==> src/hdl/cdl_pkg.sv <==
// ----------------------------------------------------------------------------
// cdl_pkg
// Shared sizes, codes and types of the circular doubly linked list engine.
// ----------------------------------------------------------------------------
package cdl_pkg;

	localparam int CAPACITY = 32;
	localparam int DATA_W   = 32;

	localparam int IDX_W  = $clog2(CAPACITY);
	localparam int CNT_W  = $clog2(CAPACITY + 1);
	localparam int ACT_W  = 3;
	localparam int ST_W   = 2;
	localparam int OUT_DW = 32;
	localparam int LEN_W  = 6;
	localparam int LINK_W = 2 * IDX_W;
	localparam int WIDE_W = (DATA_W > OUT_DW) ? DATA_W : OUT_DW;

	typedef enum logic [ACT_W-1:0] {
		ACT_PUSH  = 3'd0,
		ACT_POP   = 3'd1,
		ACT_LIST  = 3'd2,
		ACT_PREV  = 3'd3,
		ACT_NEXT  = 3'd4,
		ACT_CLEAR = 3'd5
	} action_t;

	localparam logic [ST_W-1:0] ST_OK    = 2'd0;
	localparam logic [ST_W-1:0] ST_EMPTY = 2'd1;
	localparam logic [ST_W-1:0] ST_FULL  = 2'd2;

	typedef logic [IDX_W-1:0]  idx_t;
	typedef logic [CNT_W-1:0]  cnt_t;
	typedef logic [DATA_W-1:0] data_t;

	typedef struct packed {
		idx_t prv;
		idx_t nxt;
	} link_t;

	typedef struct packed {
		logic  we;
		idx_t  waddr;
		link_t wdata;
		logic  re;
		idx_t  raddr;
	} link_req_t;

	typedef struct packed {
		logic  we;
		idx_t  waddr;
		data_t wdata;
		logic  re;
		idx_t  raddr;
	} pay_req_t;

	typedef struct packed {
		logic [ST_W-1:0]   status;
		logic [OUT_DW-1:0] item_data;
		logic              item_valid;
		logic [OUT_DW-1:0] current_data;
		logic              current_valid;
		logic [LEN_W-1:0]  length;
		logic              last;
	} result_t;

	function automatic logic [OUT_DW-1:0] out_word(input data_t d);
		logic [WIDE_W-1:0] w;
		w = WIDE_W'(d);
		return w[OUT_DW-1:0];
	endfunction

endpackage

==> src/hdl/cdl_ram.sv <==
// ----------------------------------------------------------------------------
// cdl_ram
// Generic single write port, single read port RAM with registered read.
// ----------------------------------------------------------------------------
module cdl_ram #(
	parameter int WIDTH = 8,
	parameter int DEPTH = 32
) (
	input  logic                     clk,
	input  logic                     we,
	input  logic [$clog2(DEPTH)-1:0] waddr,
	input  logic [WIDTH-1:0]         wdata,
	input  logic                     re,
	input  logic [$clog2(DEPTH)-1:0] raddr,
	output logic [WIDTH-1:0]         rdata
);

	logic [WIDTH-1:0] mem [DEPTH];

	always_ff @(posedge clk) begin
		if (we) begin
			mem[waddr] <= wdata;
		end
	end

	// read returns the old word on a same-address write
	always_ff @(posedge clk) begin
		if (re) begin
			rdata <= mem[raddr];
		end
	end

endmodule

==> src/hdl/cdl_seq.sv <==
// ----------------------------------------------------------------------------
// cdl_seq
// Action sequencer: walks the link and payload memories, keeps cursor,
// element count and the free slot chain, and presents results.
// ----------------------------------------------------------------------------
module cdl_seq
	import cdl_pkg::*;
(
	input  logic                 clk,
	input  logic                 arst_n,
	input  logic                 in_valid,
	output logic                 in_stall,
	input  logic [ACT_W-1:0]     action,
	input  logic [OUT_DW-1:0]    payload,
	output link_req_t            link_req,
	input  link_t                link_rd,
	output pay_req_t             pay_req,
	input  data_t                pay_rd,
	input  logic                 out_rdy,
	output logic                 res_vld,
	output result_t              res
);

	typedef enum logic [11:0] {
		S_IDLE      = 12'b000000000001,
		S_PUSH_FREE = 12'b000000000010,
		S_PUSH_LNK  = 12'b000000000100,
		S_PUSH_C    = 12'b000000001000,
		S_PUSH_A    = 12'b000000010000,
		S_POP_LNK   = 12'b000000100000,
		S_POP_B     = 12'b000001000000,
		S_POP_A     = 12'b000010000000,
		S_MOVE_LNK  = 12'b000100000000,
		S_MOVE_DAT  = 12'b001000000000,
		S_LIST      = 12'b010000000000,
		S_EMIT      = 12'b100000000000
	} state_t;

	state_t          state_q;
	idx_t            cursor_q;
	cnt_t            count_q;
	cnt_t            fresh_q;
	idx_t            fhead_q;
	data_t           cur_data_q;
	data_t           data_q;
	idx_t            n_q;
	idx_t            prv_q;
	idx_t            after_q;
	link_t           lnk_q;
	logic            move_prev_q;
	cnt_t            rem_q;
	logic [ST_W-1:0] res_status_q;
	data_t           res_item_q;
	logic            res_iv_q;

	logic full;
	logic fresh_left;
	idx_t move_tgt;

	assign full       = (count_q == CNT_W'(CAPACITY));
	assign fresh_left = (fresh_q != CNT_W'(CAPACITY));
	assign move_tgt   = move_prev_q ? link_rd.prv : link_rd.nxt;
	assign in_stall   = (state_q != S_IDLE);

	always_ff @(posedge clk or negedge arst_n) begin
		if (!arst_n) begin
			state_q  <= S_IDLE;
			cursor_q <= '0;
			count_q  <= '0;
			fresh_q  <= '0;
			fhead_q  <= '0;
		end else begin
			case (state_q)
				S_IDLE: begin
					if (in_valid) begin
						res_status_q <= ST_OK;
						res_iv_q     <= 1'b0;
						case (action)
							ACT_CLEAR: begin
								count_q  <= '0;
								cursor_q <= '0;
								fresh_q  <= '0;
								state_q  <= S_EMIT;
							end
							ACT_PUSH: begin
								data_q <= DATA_W'(payload);
								if (full) begin
									res_status_q <= ST_FULL;
									state_q      <= S_EMIT;
								end else if (fresh_left) begin
									n_q     <= fresh_q[IDX_W-1:0];
									fresh_q <= fresh_q + CNT_W'(1);
									state_q <= S_PUSH_LNK;
								end else begin
									state_q <= S_PUSH_FREE;
								end
							end
							ACT_POP, ACT_LIST, ACT_PREV, ACT_NEXT: begin
								if (count_q == '0) begin
									res_status_q <= ST_EMPTY;
									state_q      <= S_EMIT;
								end else if (action == ACT_POP) begin
									state_q <= S_POP_LNK;
								end else if (action == ACT_LIST) begin
									rem_q   <= count_q;
									state_q <= S_LIST;
								end else begin
									move_prev_q <= (action == ACT_PREV);
									state_q     <= S_MOVE_LNK;
								end
							end
							default: begin
								state_q <= S_EMIT;
							end
						endcase
					end
				end
				S_PUSH_FREE: begin
					n_q     <= fhead_q;
					fhead_q <= link_rd.nxt;
					state_q <= S_PUSH_LNK;
				end
				S_PUSH_LNK: begin
					if (count_q == '0) begin
						cursor_q     <= n_q;
						count_q      <= count_q + CNT_W'(1);
						cur_data_q   <= data_q;
						res_item_q   <= data_q;
						res_iv_q     <= 1'b1;
						state_q      <= S_EMIT;
					end else begin
						prv_q   <= link_rd.prv;
						after_q <= link_rd.nxt;
						state_q <= S_PUSH_C;
					end
				end
				S_PUSH_C: begin
					lnk_q   <= link_rd;
					state_q <= S_PUSH_A;
				end
				S_PUSH_A: begin
					cursor_q   <= n_q;
					count_q    <= count_q + CNT_W'(1);
					cur_data_q <= data_q;
					res_item_q <= data_q;
					res_iv_q   <= 1'b1;
					state_q    <= S_EMIT;
				end
				S_POP_LNK: begin
					// the popped slot goes on top of the free chain
					fhead_q    <= cursor_q;
					prv_q      <= link_rd.prv;
					after_q    <= link_rd.nxt;
					res_item_q <= cur_data_q;
					res_iv_q   <= 1'b1;
					if (count_q == CNT_W'(1)) begin
						cursor_q <= '0;
						count_q  <= '0;
						state_q  <= S_EMIT;
					end else begin
						state_q <= S_POP_B;
					end
				end
				S_POP_B: begin
					state_q <= S_POP_A;
				end
				S_POP_A: begin
					cur_data_q <= pay_rd;
					cursor_q   <= after_q;
					count_q    <= count_q - CNT_W'(1);
					state_q    <= S_EMIT;
				end
				S_MOVE_LNK: begin
					cursor_q <= move_tgt;
					state_q  <= S_MOVE_DAT;
				end
				S_MOVE_DAT: begin
					cur_data_q <= pay_rd;
					res_item_q <= pay_rd;
					res_iv_q   <= 1'b1;
					state_q    <= S_EMIT;
				end
				S_LIST: begin
					if (out_rdy) begin
						rem_q <= rem_q - CNT_W'(1);
						if (rem_q == CNT_W'(1)) begin
							state_q <= S_IDLE;
						end
					end
				end
				S_EMIT: begin
					if (out_rdy) begin
						state_q <= S_IDLE;
					end
				end
				default: begin
					state_q <= S_IDLE;
				end
			endcase
		end
	end

	// memory requests
	always_comb begin
		link_req = '0;
		pay_req  = '0;
		case (state_q)
			S_IDLE: begin
				link_req.re    = 1'b1;
				link_req.raddr = (action == ACT_PUSH && !fresh_left) ? fhead_q : cursor_q;
				pay_req.re     = 1'b1;
				pay_req.raddr  = cursor_q;
			end
			S_PUSH_FREE: begin
				link_req.re    = 1'b1;
				link_req.raddr = cursor_q;
			end
			S_PUSH_LNK: begin
				pay_req.we    = 1'b1;
				pay_req.waddr = n_q;
				pay_req.wdata = data_q;
				link_req.we    = 1'b1;
				link_req.waddr = n_q;
				if (count_q == '0) begin
					link_req.wdata.prv = n_q;
					link_req.wdata.nxt = n_q;
				end else begin
					link_req.wdata.prv = cursor_q;
					link_req.wdata.nxt = link_rd.nxt;
				end
				link_req.re    = 1'b1;
				link_req.raddr = link_rd.nxt;
			end
			S_PUSH_C: begin
				link_req.we    = 1'b1;
				link_req.waddr = cursor_q;
				// with one element the old node links to the new one both ways
				link_req.wdata.prv = (after_q == cursor_q) ? n_q : prv_q;
				link_req.wdata.nxt = n_q;
			end
			S_PUSH_A: begin
				link_req.we        = (after_q != cursor_q);
				link_req.waddr     = after_q;
				link_req.wdata.prv = n_q;
				link_req.wdata.nxt = lnk_q.nxt;
			end
			S_POP_LNK: begin
				link_req.we        = 1'b1;
				link_req.waddr     = cursor_q;
				link_req.wdata.prv = link_rd.prv;
				link_req.wdata.nxt = fhead_q;
				link_req.re        = 1'b1;
				link_req.raddr     = link_rd.prv;
			end
			S_POP_B: begin
				link_req.we    = 1'b1;
				link_req.waddr = prv_q;
				// two elements left: the survivor points at itself
				link_req.wdata.prv = (prv_q == after_q) ? prv_q : link_rd.prv;
				link_req.wdata.nxt = after_q;
				link_req.re    = 1'b1;
				link_req.raddr = after_q;
				pay_req.re     = 1'b1;
				pay_req.raddr  = after_q;
			end
			S_POP_A: begin
				link_req.we        = (prv_q != after_q);
				link_req.waddr     = after_q;
				link_req.wdata.prv = prv_q;
				link_req.wdata.nxt = link_rd.nxt;
			end
			S_MOVE_LNK: begin
				pay_req.re    = 1'b1;
				pay_req.raddr = move_tgt;
			end
			S_LIST: begin
				// read data holds while the output is stalled
				link_req.re    = out_rdy;
				link_req.raddr = link_rd.nxt;
				pay_req.re     = out_rdy;
				pay_req.raddr  = link_rd.nxt;
			end
			default: begin
			end
		endcase
	end

	always_comb begin
		res_vld           = 1'b0;
		res               = '0;
		res.current_valid = (count_q != '0);
		res.current_data  = (count_q != '0) ? out_word(cur_data_q) : '0;
		res.length        = LEN_W'(count_q);
		case (state_q)
			S_EMIT: begin
				res_vld        = 1'b1;
				res.status     = res_status_q;
				res.item_valid = res_iv_q;
				res.item_data  = res_iv_q ? out_word(res_item_q) : '0;
				res.last       = 1'b1;
			end
			S_LIST: begin
				res_vld        = 1'b1;
				res.status     = ST_OK;
				res.item_valid = 1'b1;
				res.item_data  = out_word(pay_rd);
				res.last       = (rem_q == CNT_W'(1));
			end
			default: begin
			end
		endcase
	end

	a_count_bound: assert property (@(posedge clk) disable iff (!arst_n)
		count_q <= CNT_W'(CAPACITY))
		else $error("element count above capacity");

	a_fresh_bound: assert property (@(posedge clk) disable iff (!arst_n)
		fresh_q <= CNT_W'(CAPACITY))
		else $error("fresh slot counter above capacity");

	a_list_rem: assert property (@(posedge clk) disable iff (!arst_n)
		state_q == S_LIST |-> rem_q != '0 && rem_q <= count_q)
		else $error("list walk count out of range");

	a_walk_nonempty: assert property (@(posedge clk) disable iff (!arst_n)
		(state_q == S_POP_LNK || state_q == S_MOVE_LNK) |-> count_q != '0)
		else $error("link walk on an empty list");

	a_list_done: assert property (@(posedge clk) disable iff (!arst_n)
		(res_vld && out_rdy && res.last) |=> state_q == S_IDLE)
		else $error("sequencer busy after final result");

endmodule

==> src/hdl/cdl_out_reg.sv <==
// ----------------------------------------------------------------------------
// cdl_out_reg
// Output register: holds one result item until the consumer takes it.
// ----------------------------------------------------------------------------
module cdl_out_reg
	import cdl_pkg::*;
(
	input  logic    clk,
	input  logic    arst_n,
	input  logic    res_vld,
	input  result_t res,
	output logic    out_rdy,
	output logic    out_valid,
	input  logic    out_stall,
	output result_t out_q
);

	logic valid_q;

	assign out_rdy   = !valid_q || !out_stall;
	assign out_valid = valid_q;

	always_ff @(posedge clk or negedge arst_n) begin
		if (!arst_n) begin
			valid_q <= 1'b0;
		end else if (out_rdy) begin
			valid_q <= res_vld;
		end
	end

	always_ff @(posedge clk) begin
		if (out_rdy && res_vld) begin
			out_q <= res;
		end
	end

endmodule

==> src/hdl/circular_doubly_linked_list_engine.sv <==
// Clear, refused push and empty-list actions emit their result directly; prev/next
// reads the link, then the payload; push writes the new node and relinks its
// neighbours (only itself into an empty list, after a free chain read once recycled
// slots are reused); pop unlinks the cursor node. One action at a time: the next
// item is accepted the cycle after the last result is taken.
// Reset clears cursor, count and slot allocator at once; memories are not cleared.
// ----------------------------------------------------------------------------
// circular_doubly_linked_list_engine
// Bounded circular doubly linked list in slot memories with a cursor.
// ----------------------------------------------------------------------------
module circular_doubly_linked_list_engine
	import cdl_pkg::*;
(
	input  logic              clk,
	input  logic              arst_n,
	input  logic              in_valid,
	output logic              in_stall,
	input  logic [ACT_W-1:0]  action,
	input  logic [OUT_DW-1:0] payload,
	output logic              out_valid,
	input  logic              out_stall,
	output logic [ST_W-1:0]   status,
	output logic [OUT_DW-1:0] item_data,
	output logic              item_valid,
	output logic [OUT_DW-1:0] current_data,
	output logic              current_valid,
	output logic [LEN_W-1:0]  length,
	output logic              last
);

	link_req_t link_req;
	pay_req_t  pay_req;
	link_t     link_rd;
	data_t     pay_rd;
	logic      out_rdy;
	logic      res_vld;
	result_t   res;
	result_t   out_q;

	cdl_seq u_seq (
		.clk      (clk),
		.arst_n   (arst_n),
		.in_valid (in_valid),
		.in_stall (in_stall),
		.action   (action),
		.payload  (payload),
		.link_req (link_req),
		.link_rd  (link_rd),
		.pay_req  (pay_req),
		.pay_rd   (pay_rd),
		.out_rdy  (out_rdy),
		.res_vld  (res_vld),
		.res      (res)
	);

	cdl_ram #(
		.WIDTH (LINK_W),
		.DEPTH (CAPACITY)
	) u_link_ram (
		.clk   (clk),
		.we    (link_req.we),
		.waddr (link_req.waddr),
		.wdata (link_req.wdata),
		.re    (link_req.re),
		.raddr (link_req.raddr),
		.rdata (link_rd)
	);

	cdl_ram #(
		.WIDTH (DATA_W),
		.DEPTH (CAPACITY)
	) u_pay_ram (
		.clk   (clk),
		.we    (pay_req.we),
		.waddr (pay_req.waddr),
		.wdata (pay_req.wdata),
		.re    (pay_req.re),
		.raddr (pay_req.raddr),
		.rdata (pay_rd)
	);

	cdl_out_reg u_out_reg (
		.clk       (clk),
		.arst_n    (arst_n),
		.res_vld   (res_vld),
		.res       (res),
		.out_rdy   (out_rdy),
		.out_valid (out_valid),
		.out_stall (out_stall),
		.out_q     (out_q)
	);

	assign status        = out_q.status;
	assign item_data     = out_q.item_data;
	assign item_valid    = out_q.item_valid;
	assign current_data  = out_q.current_data;
	assign current_valid = out_q.current_valid;
	assign length        = out_q.length;
	assign last          = out_q.last;

endmodule
==> config.mk <==
export PLATFORM = sky130hd
export DESIGN_NAME = circular_doubly_linked_list_engine
export DESIGN_NICKNAME = d
export VERILOG_FILES = /design/src/hdl/cdl_pkg.sv /design/src/hdl/cdl_ram.sv /design/src/hdl/cdl_seq.sv /design/src/hdl/cdl_out_reg.sv /design/src/hdl/circular_doubly_linked_list_engine.sv
export SDC_FILE = /design/constraint.sdc
export NUM_CORES = 2
export LEC_CHECK = 0
export ABC_AREA = 1
export BUFFER_PORTS_ARGS = -buffer_cell sky130_fd_sc_hd__buf_4
export CORE_MARGIN = 5
export CORE_UTILIZATION = 30
export DETAILED_ROUTE_END_ITERATION = 7
export PLACE_DENSITY = 0.45
export RECOVER_POWER = 25
export SYNTH_ARGS = -nofsm -noshare
export SYNTH_HDL_FRONTEND = slang
export SYNTH_HIERARCHICAL = 1
export SYNTH_SLANG_ARGS = --single-unit
==> constraint.sdc <==
create_clock -name clk -period 6.98 [get_ports clk]
set_clock_uncertainty 0.2 [all_clocks]
set_input_delay 0.698 -clock clk [delete_from_list [all_inputs] [get_ports clk]]
set_output_delay 0.698 -clock clk [all_outputs]
set_load 0.01 [all_outputs]
==> qor.yml <==
run_status:
  run_status: "finished with violations"
  violations: "capacitance limit, slew limit"
finish:
  finalNonFillerCells: 9151
  fillers: 22440
  drive_above_1_share: 0.0788
  area.growth.synth_to_final_pct: 14.1
  fin_area_um2: 77500
  utilization: 0.344
  final_nets: 6051
floorplan:
  fp.dieH_um: 486
  rows: 174
  core_area_um2: 225000
  dieArea_um2: 236000
  num_io_pins: 116
  die_x_um: 486
  initial_core_util: 0.302
timing:
  setup-violations-final: 0
  fin_crit_sh: 0.776
  tightest_slew_ps: 2770
  max_freq_ghz: 0.185
  finalHoldViolCount: 0
  drv_slew: 669
  rsz0062_at_grt: "no"
  finalSetupTns_ps: 0
  maxSlewHeadroom: -0.845
  whs_ps: 194
  timing.final.crit_period_ps: 5420
  setup_slack_ps: 1560
drt:
  route.detailed.drc: 0
  dr_total_vias: 45274
  drt-initial-drc-count: 4330
  routed_via_density: 4.95
  ant_nets: 0
  wl_um: 216000
  detail_route.wl_per_cell_um: 23.6
  firstDrtPassIters: 6
yosys:
  synth_area_per_cell_um2: 11.6
  synth.area.top_cells: "edfxtp_1 (70%), nand2_1 (12%), nand3_1 (8.1%)"
  synth_warnings: 6
  synth_common_cells: "nand2_1 (2,137), edfxtp_1 (1,587), nand3_1 (1,106), inv_1 (186), nor2_1 (155)"
  synth.distinct_cells: 51
  synth.mux.area_fraction: 0
  ys_seq_elements: 1622
  synth_top_area_share: 0.701
  async_flop_share: 0.0216
  yosysTopAreaCell: "edfxtp_1"
  synth_simple_gate_area_share: 0.218
  ys.flop_type: "edfxtp_1"
  post_synth_instance_area_um2: 68000
  synth_xor_area_frac: 0.00245
  yosysSeqAreaShare: 0.714
  mappedNetlistNets: 5924
  syn_inst: 5878
  synth_compound_area_frac: 0.0200
  yosysMostFrequentCell: "nand2_1"
  synth_edf_count: 1587
  synth_fa_ha_area_frac: 0.00129
  synth_top_family_by_area: "simple AND/OR/NAND/NOR gates"
cts:
  worstSkewPairLatency_ps: 830
  clk_path_buf_depth: 3
  clk_transition_reported_paths_ps: 60
  clock_tree.root_cell: "clkbuf_16"
  cts_buffers: 182
  cts_setup_buffers: 0
  cts_tree: "done"
  cts-hold-fix-buffers: 39
  cts-resized-gates: 0
  htree_levels: 4
  cts.sinks: 1622
placed_design:
  routabilityCongestion: 0.861
  placed_area_um2: 71800
  portBuffers: 115
  post-place-cells: 8774
  dp_hpwl_um: 125000
  place_ws_ps: 1930
worst_setup_path:
  worstSetupPathType: "flop to flop"
  critPathLaunch: "u_seq/state_q[2]"
  cp_max_fo: 33
  cp.arrival_ps: 5650
  rr_startpoint: "u_seq/state_q[2]"
  slowest_stage: "clkbuf_1"
  worstPathRequired_ps: 7210
  crit_path_end_kind: "flop"
  startpoint_type: "flop"
  crit_top_cell: "nor2_1"
  slowest_delay_ps: 1520
  crit_path_cell_trace: "nor2_1, nand2_4, nor2_1, nand2_8, nand2_1, clkbuf_1, nor2_1, nor2_4"
global_route:
  grt_max_degree: 196
  grt_pass1_vias: 43731
  grt_pass1_wl_um: 315000
  antenna_found_initial: 11
  grt_overflow: 0
  grt_use_total: 0.179
hold_path:
  min_path_type: "input pin to flop"
  min-delay-start: "action[1]"
power:
  p_leak_nw: 28.4
  p_per_area_nw_per_um2: 359
  irDropWorstVdd_uv: 249
  finalPower_mw: 27.8
run:
  drv_cap: 19
[sequential cells by signal, indices dropped and copies added (netlist names)]
signal	flops
u_seq/res_status_q	2
u_pay_ram/mem	1024
u_pay_ram/rdata	32
u_out_reg/out_valid	1
u_seq/res_item_q	32
u_seq/count_q	6
u_seq/data_q	32
u_seq/move_prev_q	1
u_seq/cursor_q	5
u_seq/after_q	5
u_seq/state_q	12
u_seq/rem_q	6
u_link_ram/rdata	10
u_seq/res_iv_q	1
u_seq/fhead_q	5
u_seq/lnk_q	5
u_seq/fresh_q	6
u_seq/n_q	5
u_seq/cur_data_q	32
u_seq/prv_q	5
u_link_ram/mem	320
u_out_reg/out_q	75
[cell usage in the layout (no fill, tap or decap), types with 6 or more instances in the layout]
cell type / Yosys / final
a21oi_1: 24 / 23
a32o_1: 10 / 10
buf_12: 1 / 8
buf_4: 41 / 97
bufinv_16: 0 / 16
clkbuf_1: 53 / 144
clkbuf_16: 0 / 183
clkbuf_4: 0 / 30
clkinv_1: 3 / 43
clkinv_2: 0 / 29
dfrtp_1: 34 / 34
diode_2: 0 / 6
dlygate4sd3_1: 0 / 39
edfxtp_1: 1587 / 1587
ha_1: 7 / 7
inv_1: 186 / 187
inv_2: 11 / 6
inv_6: 1 / 8
nand2_1: 2137 / 2144
nand2_2: 13 / 7
nand2_4: 9 / 8
nand3_1: 1106 / 1106
nand4_1: 6 / 6
nor2_1: 155 / 112
nor2_2: 8 / 6
nor2_4: 7 / 55
nor3_1: 19 / 21
o211ai_1: 28 / 28
o21ai_0: 81 / 84
o21ai_1: 16 / 13
o221ai_1: 28 / 27
o22ai_1: 18 / 18
xnor2_1: 9 / 9
xor2_1: 10 / 10
[critical path: cells and delay by family (launching register included)]
family                 cells  cell delay [ps]
buffers and inverters      1             1520
DFF                        1              380
and+or+nand+nor            7             2840
[routing by layer]
layer  share of wire  global-route usage  vias to the layer above
li1                -                   -                    20735
met1            0.47               0.264                    22793
met2            0.45               0.275                     1468
met3           0.063              0.0284                      276
met4           0.022              0.0462                        2
met5        0.000051                   0                        -
[cell families (layout without fill, tap and decap cells)]
group	Yosys count	in the layout
xor gates and xnor gates	19	19
AOI/OAI and AO/OA	216	216
adders and majority gates	7	7
DFF	1622	1622
and+or+nand+nor	3480	3480
buffers and inverters	534	809
other	0	6
[where the power goes]
| group | leakage [nW] | switching (mW) | internal, mW |
|---|---|---|---|
| Combinational | 9.69 | 5.08 | 1.53 |
| Sequential | 15.9 | 0.466 | 11.3 |
| Clock | 2.82 | 3.98 | 5.45 |
| Total | 28.4 | 9.52 | 18.3 |
[worst paths after layout]
path,to,slack (ps),depth (start not counted)
setup / recovery,u_seq/res_item_q[8],1560,8
hold / removal,u_seq/state_q[10],190,5
setup reg to reg,u_seq/res_item_q[8],1560,8
hold reg to reg,u_seq/fresh_q[5],330,2
max in group asynchronous,u_seq/cursor_q[1],4260,2
min in group asynchronous,u_seq/fresh_q[3],940,2
[area by class of cell]
class                      instances  area, um2  area share
tap                             2992       3740      0.0483
sequential                      1622      48500       0.626
antenna                            6       15.0    0.000194
inverter                         205        813      0.0105
multi-input combinational       3722      16700       0.216
clock inverter                   100       1010      0.0131
timing repair buffer             272       1870      0.0241
clock buffer                     232       4790      0.0618
Note: power is estimated with default switching activity, not from simulation.
